<file path="config.mk">
export PLATFORM = sky130hd
export DESIGN_NAME = streaming_pair_sum_finder
export DESIGN_NICKNAME = d
export VERILOG_FILES = /design/src/design/spsf_pkg.sv /design/src/design/spsf_cell.sv /design/src/design/streaming_pair_sum_finder.sv
export SDC_FILE = /design/constraint.sdc
export NUM_CORES = 2
export LEC_CHECK = 0
export BUFFER_PORTS_ARGS = -buffer_cell sky130_fd_sc_hd__buf_2
export CORE_UTILIZATION = 40
export CTS_BUF_LIST = sky130_fd_sc_hd__clkbuf_8
export CTS_CLUSTER_SIZE = 8
export DETAILED_ROUTE_END_ITERATION = 6
export GPL_TIMING_DRIVEN = 0
export HOLD_SLACK_MARGIN = 0.03
export SLEW_MARGIN = 20
export SYNTH_ARGS = -nofsm -noshare
export SYNTH_HDL_FRONTEND = slang
export SYNTH_SLANG_ARGS = --single-unit
</file>
<file path="constraint.sdc">
create_clock -name i_clk -period 97.5 [get_ports i_clk]
set_clock_uncertainty 0.05 [all_clocks]
set_input_delay 9.75 -clock i_clk [delete_from_list [all_inputs] [get_ports i_clk]]
set_output_delay 9.75 -clock i_clk [all_outputs]
set_load 0.01 [all_outputs]
</file>
<file path="src/design/spsf_pkg.sv">
// Shared types for the streaming pair-sum finder.
// No dependencies; used by spsf_cell and streaming_pair_sum_finder.
package spsf_pkg;

    // Search token that walks the cell chain, one cell per cycle
    typedef struct packed {
        logic valid;
        logic hit;
        logic present;
    } t_tok;

    localparam t_tok TOK_IDLE = '{valid: 1'b0, hit: 1'b0, present: 1'b0};

endpackage

</file>
<file path="src/design/spsf_cell.sv">
// One storage cell of the pair-sum finder: a stored value, its compare logic
// and one stage of the search token path. Depends on spsf_pkg.
module spsf_cell import spsf_pkg::*; #(
    parameter int MAX_ITEMS  = 64,
    parameter int VALUE_BITS = 16,
    parameter int IDX        = 0
) (
    input  logic                         i_clk,
    input  logic                         i_rst_n,
    input  logic                         i_shift,
    input  logic        [VALUE_BITS-1:0] i_entry,
    output logic        [VALUE_BITS-1:0] o_entry,
    input  logic [$clog2(MAX_ITEMS+1)-1:0] i_count,
    input  logic signed   [VALUE_BITS+1:0] i_comp,
    input  logic        [VALUE_BITS-1:0] i_val,
    input  t_tok                         i_tok,
    output t_tok                         o_tok
);

    localparam int CW = $clog2(MAX_ITEMS + 1);
    localparam logic [CW-1:0] IDX_C = CW'(IDX);

    logic [VALUE_BITS-1:0] r_entry;
    t_tok                  r_tok;
    t_tok                  n_tok;
    logic                  w_live;
    logic [VALUE_BITS+1:0] w_entry_ext;

    // The cell holds a live value only below the fill count
    assign w_live      = i_count > IDX_C;
    assign w_entry_ext = {{2{r_entry[VALUE_BITS-1]}}, r_entry};

    // Fold this cell's compare results into the passing token
    always_comb begin
        n_tok         = i_tok;
        n_tok.hit     = i_tok.hit | (w_live && (w_entry_ext == i_comp));
        n_tok.present = i_tok.present | (w_live && (r_entry == i_val));
    end

    always_ff @(posedge i_clk) begin
        if (!i_rst_n) begin
            r_tok <= TOK_IDLE;
        end else begin
            r_tok <= n_tok;
        end
    end

    // Shift the stored value one cell down on insert
    always_ff @(posedge i_clk) begin
        if (i_shift) begin
            r_entry <= i_entry;
        end
    end

    assign o_entry = r_entry;
    assign o_tok   = r_tok;

endmodule

</file>
<file path="src/design/streaming_pair_sum_finder.sv">
// Top level of the streaming pair-sum finder: control sequencer, output
// register and the chain of spsf_cell storage cells. Depends on spsf_pkg.
//
// Usage: words of a sequence enter on the input channel (i_value, i_last),
// handshaken by i_in_valid / o_in_stall. For each word the block checks
// whether target_sum minus the value was seen earlier in the sequence. The
// first hit delivers one result word (found set, the value and its
// complement); later words of that sequence give nothing. A last word
// without a hit delivers a not-found result. o_overflow reports values
// dropped for lack of room. The target is written on the cfg channel.
// Timing: each word is captured, its search token is launched and walks the
// cell chain, and then the word commits; the next word is accepted only after
// the commit. Words arriving after a hit are taken without a search. A result
// is loaded into the output register at the end of the commit state.
// Reset clears the fill count, the flags and the target; stored values are
// left as they are. Input and cfg channels hold off while reset is low.
// While the receiver stalls a pending result holds; the next word is still
// searched and waits at commit only if it has a result.
module streaming_pair_sum_finder import spsf_pkg::*; #(
    parameter int MAX_ITEMS  = 64,
    parameter int VALUE_BITS = 16
) (
    input  logic                         i_clk,
    input  logic                         i_rst_n,
    // configuration
    input  logic                         i_cfg_valid,
    output logic                         o_cfg_ready,
    input  logic signed   [VALUE_BITS:0] i_cfg_data,
    // input channel
    input  logic                         i_in_valid,
    output logic                         o_in_stall,
    input  logic signed [VALUE_BITS-1:0] i_value,
    input  logic                         i_last,
    // output channel
    output logic                         o_out_valid,
    input  logic                         i_out_stall,
    output logic                         o_found,
    output logic signed [VALUE_BITS-1:0] o_later_value,
    output logic signed   [VALUE_BITS:0] o_earlier_value,
    output logic                         o_overflow
);

    localparam int CW = $clog2(MAX_ITEMS + 1);

    localparam logic [1:0] S_IDLE   = 2'd0;
    localparam logic [1:0] S_LAUNCH = 2'd1;
    localparam logic [1:0] S_SCAN   = 2'd2;
    localparam logic [1:0] S_FIN    = 2'd3;

    logic [1:0]                   r_state, n_state;
    logic signed [VALUE_BITS:0]   r_target;
    logic [CW-1:0]                r_count, n_count;
    logic                         r_pair_done, n_pair_done;
    logic                         r_ovf, n_ovf;
    logic [VALUE_BITS-1:0]        r_v, n_v;
    logic signed [VALUE_BITS+1:0] r_comp, n_comp;
    logic                         r_last, n_last;
    logic                         r_hit, n_hit;
    logic                         r_present, n_present;
    logic                         r_out_valid, n_out_valid;
    logic                         r_found, n_found;
    logic [VALUE_BITS-1:0]        r_later, n_later;
    logic [VALUE_BITS:0]          r_earlier, n_earlier;
    logic                         r_out_ovf, n_out_ovf;

    logic                         w_in_acc;
    logic                         w_shift;
    logic                         w_full;
    logic                         w_emit;
    logic                         w_out_free;

    t_tok                         w_tok [MAX_ITEMS+1];
    logic [VALUE_BITS-1:0]        w_entry [MAX_ITEMS];

    assign o_cfg_ready = i_rst_n;
    assign o_in_stall  = !i_rst_n || (r_state != S_IDLE);
    assign w_in_acc    = i_in_valid && !o_in_stall;
    assign w_full      = r_count == CW'(MAX_ITEMS);
    assign w_emit      = r_hit || r_last;
    assign w_out_free  = !r_out_valid || !i_out_stall;

    // Launch the search token into the first cell
    assign w_tok[0] = '{valid: (r_state == S_LAUNCH), hit: 1'b0, present: 1'b0};

    // Sequencer: capture, search, commit
    always_comb begin
        n_state     = r_state;
        n_count     = r_count;
        n_pair_done = r_pair_done;
        n_ovf       = r_ovf;
        n_v         = r_v;
        n_comp      = r_comp;
        n_last      = r_last;
        n_hit       = r_hit;
        n_present   = r_present;
        n_out_valid = r_out_valid && i_out_stall;
        n_found     = r_found;
        n_later     = r_later;
        n_earlier   = r_earlier;
        n_out_ovf   = r_out_ovf;
        w_shift     = 1'b0;

        unique case (r_state)
            S_IDLE: begin
                if (w_in_acc) begin
                    if (r_pair_done) begin
                        // drop words after a hit; a last word clears the sequence
                        if (i_last) begin
                            n_count     = '0;
                            n_pair_done = 1'b0;
                            n_ovf       = 1'b0;
                        end
                    end else begin
                        n_v     = i_value;
                        n_last  = i_last;
                        n_comp  = $signed({r_target[VALUE_BITS], r_target})
                                - $signed({{2{i_value[VALUE_BITS-1]}}, i_value});
                        n_state = S_LAUNCH;
                    end
                end
            end
            S_LAUNCH: begin
                n_state = S_SCAN;
            end
            S_SCAN: begin
                if (w_tok[MAX_ITEMS].valid) begin
                    n_hit     = w_tok[MAX_ITEMS].hit;
                    n_present = w_tok[MAX_ITEMS].present;
                    n_state   = S_FIN;
                end
            end
            S_FIN: begin
                if (!w_emit || w_out_free) begin
                    n_state = S_IDLE;
                    if (w_emit) begin
                        n_out_valid = 1'b1;
                        n_found     = r_hit;
                        n_later     = r_hit ? r_v : '0;
                        n_earlier   = r_hit ? r_comp[VALUE_BITS:0] : '0;
                        n_out_ovf   = r_ovf;
                        if (r_hit) begin
                            n_pair_done = 1'b1;
                        end
                    end else if (!r_present) begin
                        // insert a new distinct value, or note the drop
                        if (w_full) begin
                            n_ovf = 1'b1;
                        end else begin
                            w_shift = 1'b1;
                            n_count = r_count + CW'(1);
                        end
                    end
                    if (r_last) begin
                        n_count     = '0;
                        n_pair_done = 1'b0;
                        n_ovf       = 1'b0;
                    end
                end
            end
            default: begin
                n_state = S_IDLE;
            end
        endcase
    end

    // Control registers
    always_ff @(posedge i_clk) begin
        if (!i_rst_n) begin
            r_state     <= S_IDLE;
            r_count     <= '0;
            r_pair_done <= 1'b0;
            r_ovf       <= 1'b0;
            r_out_valid <= 1'b0;
            r_target    <= '0;
        end else begin
            r_state     <= n_state;
            r_count     <= n_count;
            r_pair_done <= n_pair_done;
            r_ovf       <= n_ovf;
            r_out_valid <= n_out_valid;
            if (i_cfg_valid && o_cfg_ready) begin
                r_target <= i_cfg_data;
            end
        end
    end

    // Payload registers
    always_ff @(posedge i_clk) begin
        r_v       <= n_v;
        r_comp    <= n_comp;
        r_last    <= n_last;
        r_hit     <= n_hit;
        r_present <= n_present;
        r_found   <= n_found;
        r_later   <= n_later;
        r_earlier <= n_earlier;
        r_out_ovf <= n_out_ovf;
    end

    // Cell chain: values shift down on insert, the token walks down each cycle
    for (genvar g = 0; g < MAX_ITEMS; g++) begin : g_cell
        logic [VALUE_BITS-1:0] w_cell_in;
        if (g == 0) begin : g_head
            assign w_cell_in = r_v;
        end else begin : g_body
            assign w_cell_in = w_entry[g-1];
        end
        spsf_cell #(
            .MAX_ITEMS  (MAX_ITEMS),
            .VALUE_BITS (VALUE_BITS),
            .IDX        (g)
        ) u_cell (
            .i_clk   (i_clk),
            .i_rst_n (i_rst_n),
            .i_shift (w_shift),
            .i_entry (w_cell_in),
            .o_entry (w_entry[g]),
            .i_count (r_count),
            .i_comp  (r_comp),
            .i_val   (r_v),
            .i_tok   (w_tok[g]),
            .o_tok   (w_tok[g+1])
        );
    end

    assign o_out_valid     = r_out_valid;
    assign o_found         = r_found;
    assign o_later_value   = r_later;
    assign o_earlier_value = r_earlier;
    assign o_overflow      = r_out_ovf;

endmodule

</file>
# Word level (Yosys, flattened, before mapping)
# Cells that the tools add are included.
[word_totals]
register_bits = 1317
in_bits = 39
output_inout_bits = 38
wordCells = 797
[classes]
add_sub_neg = 2
order_cmp = 64
n_eq_ne = 144
mux = 39
n_bitwise = 127
reduce_logical = 150
[ops]
columns = ["op", "count"]
rows = [
  ["equality test 18 bit", 64],
  ["equality test 16 bit", 64],
  ["greater-than comparator 7 x 6 -> 1 bit, second input constant", 32],
  ["logical AND 1 bit", 131],
  ["bitwise OR 1 bit", 126],
  ["greater-than comparator 7 x 5 -> 1 bit, second input constant", 16],
  ["greater-than comparator 7 x 4 -> 1 bit, second input constant", 8],
  ["two-way mux 7 bit", 8],
  ["greater-than comparator 7 x 3 -> 1 bit, second input constant", 4],
  ["two-way mux 1 bit", 23],
  ["!= test 3 bit, second input constant", 6],
  ["subtractor 17 x 16 -> 18 bit", 1],
  ["AND reduction 8 bit", 2],
  ["greater-than comparator 7 x 1 -> 1 bit, second input constant", 2],
  ["greater-than comparator 7 x 2 -> 1 bit, second input constant", 2],
  ["one-hot mux 7 bit (2 select lines)", 1],
  ["!= test 2 bit, second input constant", 5],
  ["two-way mux 2 bit", 4],
  ["one-hot mux 2 bit (4 select lines)", 1],
  ["adder 7 x 1 -> 7 bit, second input constant", 1],
  ["equality test 7 bit, second input constant", 1],
  ["AND reduction 3 bit", 2],
  ["zero test 1 bit", 5],
  ["AND reduction 5 bit", 1],
  ["other kinds (10)", 16],
]

# Longest topological paths before layout
[depth]
ltp_word = 7
depth_mapped = 9

# Worst setup path after synthesis
# No wires, ideal clock.
[synth_path]
kind = "register to register"
from = "reg r_state[1]"
to = "reg g_cell[0].u_cell.r_entry[0] (enable)"
setup_time_ps = 2442
t_arrival_ps = 43567
required_time_ps = 95008
path_slack_ps = 51441
stages_incl_launch_ff = 6
synth_period_minus_slack_ps = 46059
cell_sequence = "dfxtp_1 > ha_1 > nor2b_1 > clkbuf_1 > nand2b_1 > nor2_1"
[synth_between]
elab_chain_len = 2
[synth_lines]
columns = ["item", "line", "source"]
rows = [
  ["start, declared", "streaming_pair_sum_finder.sv:50", "logic [1:0] r_state, n_state;"],
  ["start signal, assigned", "streaming_pair_sum_finder.sv:176", "r_state <= n_state;"],
  ["equality test 2 bit", "streaming_pair_sum_finder.sv:103", "unique case (r_state)"],
  ["two-way mux 1 bit", "streaming_pair_sum_finder.sv:103", ""],
  ["via g_cell[0].u_cell.i_shift", "spsf_cell.sv:10", "input logic i_shift,"],
  ["end signal, assigned", "spsf_cell.sv:51", "r_entry <= i_entry;"],
  ["end, declared", "spsf_cell.sv:23", "logic [VALUE_BITS-1:0] r_entry;"],
]
# The timed path passes the listed nets, and every way through them passes these cells.
# A chain may end at the register's enable or synchronous reset.

# Worst setup path in the final report
[layout_path]
from = "in i_rst_n"
to = "out o_in_stall"
[layout_between]
elab_chain_len = 2
[layout_lines]
columns = ["item", "line", "source"]
rows = [
  ["start, declared", "streaming_pair_sum_finder.sv:24", "input logic i_rst_n,"],
  ["zero test 1 bit", "n/a", ""],
  ["logical OR 1 bit", "streaming_pair_sum_finder.sv:76", "assign o_in_stall = !i_rst_n || (r_state != S_IDLE);"],
  ["end, declared", "streaming_pair_sum_finder.sv:31", "output logic o_in_stall,"],
]
# No other way between the ends.

==> results by group <==
Critical path
  – Largest fanout on the critical path: 10
  – Crit Path Category: input port to output port
  – CP endpoint kind: output port
  – Critical path arrival: 11.53 ns
  – FF-to-FF End: g_cell[46].u_cell.o_entry[11]
  – R2R Path Start: r_state[1]
  – Slowest CP cell: buf_2
  – Worst path cell trace: buf_2 -> clkbuf_2 -> buf_2 -> nand2_1 -> buf_2
  – Most frequent CP cell: buf_2
  – Worst path bufs/invs: 4
  – Cells on worst reg2reg path: 14
  – CP Launch Type: input port
  – Cell family with most CP delay: buffers and inverters
  – Flop2flop setup slack: 92.63 ns
  – CP required: 87.70 ns
  – Worst path max stage delay: 0.73 ns

Global route
  – First-pass GRT wire length: 444000 um
  – Pin count of the biggest net entering global routing: 31
  – Initial antenna violation count: 26
  – Total GRT Usage: 41.5%
  – Number of global-route vias before repair: 45500
  – Gr ovfl total: 0

Synthesis
  – Syn Area/Cell: 12.8 um2
  – Synthesis Warnings: 0
  – Post-Syn Nets: 5147
  – Post-synth EDFFs: 1096
  – Area leader, netlist: edfxtp_1
  – Post-synth top area share: 50.4%
  – Mapped Cells: 5081
  – Count of cell types in the netlist: 67
  – Synthesized area: 65300 um2
  – Fraction of the yosys area taken by sequential cells: 57.2%
  – Synth top area cells: edfxtp_1, xor2_1, xnor2_1
  – Cell with the most instances after synthesis: xor2_1
  – Asr flop ratio synth: 0%
  – Post-synthesis register bit count: 1317
  – Post-synth top cells: xor2_1, edfxtp_1, xnor2_1
  – Primary FF master, synth: edfxtp_1

Timing
  – Setup TNS: 0 ns
  – Fmax: 0.0469 GHz
  – Tcrit/Tclk final: 21.9%
  – Period minus WS final: 21.33 ns
  – Setup repair after global routing missed its margin: no
  – Slew margin rel.: 12.7%
  – Slew @ Worst Pin: 1.31 ns
  – Max-slew violations: 0
  – Hold Vio Cnt, Final: 0
  – Final setup fails: 0

Layout
  – Share of cells above drive strength 1: 12.6%
  – Cell area after layout: 74400 um2
  – Filler Cells Inserted: 14700
  – Fin util: 46.1%
  – Final net count: 5510
  – Register area: 37300 um2
  – Area occupied by multi-input gates: 26500 um2
  – Area delta synth->final: 14.0%

Floorplan
  – DIE HEIGHT: 406 um
  – Initial core utilization: 40.5%
  – Core area: 161000 um2
  – Std-Cell Rows: 147
  – Die outline area: 165000 um2
  – # IOs: 77
  – Die X: 406 um

Placed design
  – Port buffer count: 75
  – Placed cell areas: 69900 um2
  – GP Congestion: 1.04
  – Post-DP HPWL: 229000 um

Clock tree
  – Clock Tree Root: clkbuf_8
  – Hold buffers post-CTS: 0
  – Clock buffer depth: 3
  – CTS tree: yes
  – Clock H-tree levels: 4
  – Clk_lat worst skew: 1.05 ns
  – Post-CTS sizing: 0
  – Clock slew seen by the registers of the worst setup and hold paths: 0.06 ns
  – Clock sinks: 1317
  – Number of CTS-inserted buffers: 220
  – Setup repair bufs after CTS: 0

Hold path
  – Min-delay worst type: flip-flop to flip-flop
  – Worst hold path cell count: 0
  – Min-Delay Endpoint: r_present
  – Hold Startpoint: g_cell[63].u_cell.o_tok[0]

Routing
  – Vias per cell: 6.38
  – DRC errors left: 9
  – Total number of vias: 49900
  – Initial DRC count: 9629
  – Wirelength per Cell: 44.4 um
  – Routed WL: 347000 um
  – Detail Route Antenna Nets: 0
  – DRT Pass-1 Iters: 7

Pwr
  – VDD IR max: 0.0159 mV
  – Comb pwr share: 22.0%
  – Fraction of power spent switching nets: 34.7%
  – Clock network fraction of total power: 35.7%
  – LEAKAGE: 24.4 nW
  – Internal: 0.945 mW
  – Sequential power share: 42.3%
  – PD cells: 19.4 nW/um2
  – Psw: 0.502 mW

Run status
  – Violated checks: design-rule violations
  – Status: finished, violations left

Flow run
  – # Max-Cap Violations: 0
## flip-flops by register name, indices dropped and copies added (netlist names), 2 cells and up
register,cells
r_target,17
g_cell.u_cell.o_entry,1024
g_cell.u_cell.o_tok,192
r_count,7
r_state,2
g_cell.w_cell_in,16
r_comp,18
o_later_value,16
o_earlier_value,17
## worst max-delay path by stage
stage,from,end,slack [ns],cells after the start
detailed placement,i_rst_n,o_in_stall,76.35,5
floorplan,r_state[1],g_cell[0].u_cell.o_entry[0],51.44,5
global route,i_rst_n,o_in_stall,76.22,5
CTS,i_rst_n,o_in_stall,76.35,5
finish,i_rst_n,o_in_stall,76.17,5
global placement,r_state[1],g_cell[29].u_cell.o_entry[5],31.60,5
## stage by stage
stage	power (mW)	std cells	worst slack (ns)	hold slack, ns
after floorplan	0.763	5081	51.44	0.336
after global placement	0.911	7316	31.60	0.341
after detailed placement	0.917	7382	76.35	0.362
after CTS	1.42	7797	76.35	0.370
after global routing	1.46	7802	76.22	0.383
final	1.45	7817	76.17	0.376
## worst register-to-register path, cell delays in order, from the launching register on
cell and delay [ns]:
dfxtp_1 0.39, ha_1 0.27, nor2b_1 0.48, clkbuf_1 0.55, nand2b_1 0.22, nor2_4 0.60
buf_12 0.28, buf_16 0.21, buf_12 0.23, buf_12 0.23, buf_12 0.23, buf_16 0.21
buf_16 0.20, buf_16 0.21, buf_16 0.19
## metal layers
layer / global-route usage (%) / wire [um] / vias up
li1: - / - / 18900
met1: 50.5 / 124000 / 24900
met2: 57.1 / 139000 / 4813
met3: 18.6 / 52700 / 1291
met4: 31.5 / 31100 / 19
met5: 0.833 / 436 / -
## power groups by stage
| stage | Clock, mW | Sequential [mW] | Combinational (mW) |
|---|---|---|---|
| 3_5_place_dp | 0 | 0.623 | 0.294 |
| 6_report | 0.516 | 0.612 | 0.319 |
| 2_1_floorplan | 0 | 0.622 | 0.141 |
| 5_1_grt | 0.536 | 0.612 | 0.308 |
| 4_1_cts | 0.512 | 0.611 | 0.295 |
| 3_3_place_gp | 0 | 0.624 | 0.288 |
## kinds of logic after synthesis
| logic type | Yosys count | synth area share, % |
|---|---|---|
| AO/OA/AOI/OAI | 329 | 3.34 |
| XOR/XNOR | 2001 | 26.9 |
| adder cells (fa/ha/maj) | 27 | 0.529 |
| buffers and inverters | 317 | 2.27 |
| flip-flops | 1317 | 57.2 |
| multiplexers | 36 | 0.552 |
| AND/OR/NAND/NOR | 1054 | 9.25 |
## cells in the final DEF (no fill, tap or decap), types with 33 or more instances in the layout
| cell type | instances |
|---|---|
| nor3_1 | 92 |
| and2_1 | 99 |
| buf_2 | 295 |
| clkbuf_8 | 263 |
| o21a_1 | 110 |
| xor2_1 | 1330 |
| clkbuf_1 | 37 |
| a21oi_1 | 94 |
| nor2_1 | 119 |
| xnor2_1 | 671 |
| buf_12 | 33 |
| inv_1 | 117 |
| nand2_1 | 57 |
| edfxtp_1 | 1096 |
| nand4_1 | 240 |
| nor4_1 | 350 |
| dfxtp_1 | 221 |
| mux2i_1 | 36 |
## layout make-up
class	instances	share of cell area, %
sequential	1317	50.2
multi-input combinational	3447	35.6
clock buffer	263	4.87
tap	2160	3.63
timing repair buffer	141	2.44
buffer	286	1.88
clock inverter	152	1.17
inverter	31	0.156
antenna	20	0.0673
No activity file was read; power rests on OpenSTA's default activity.
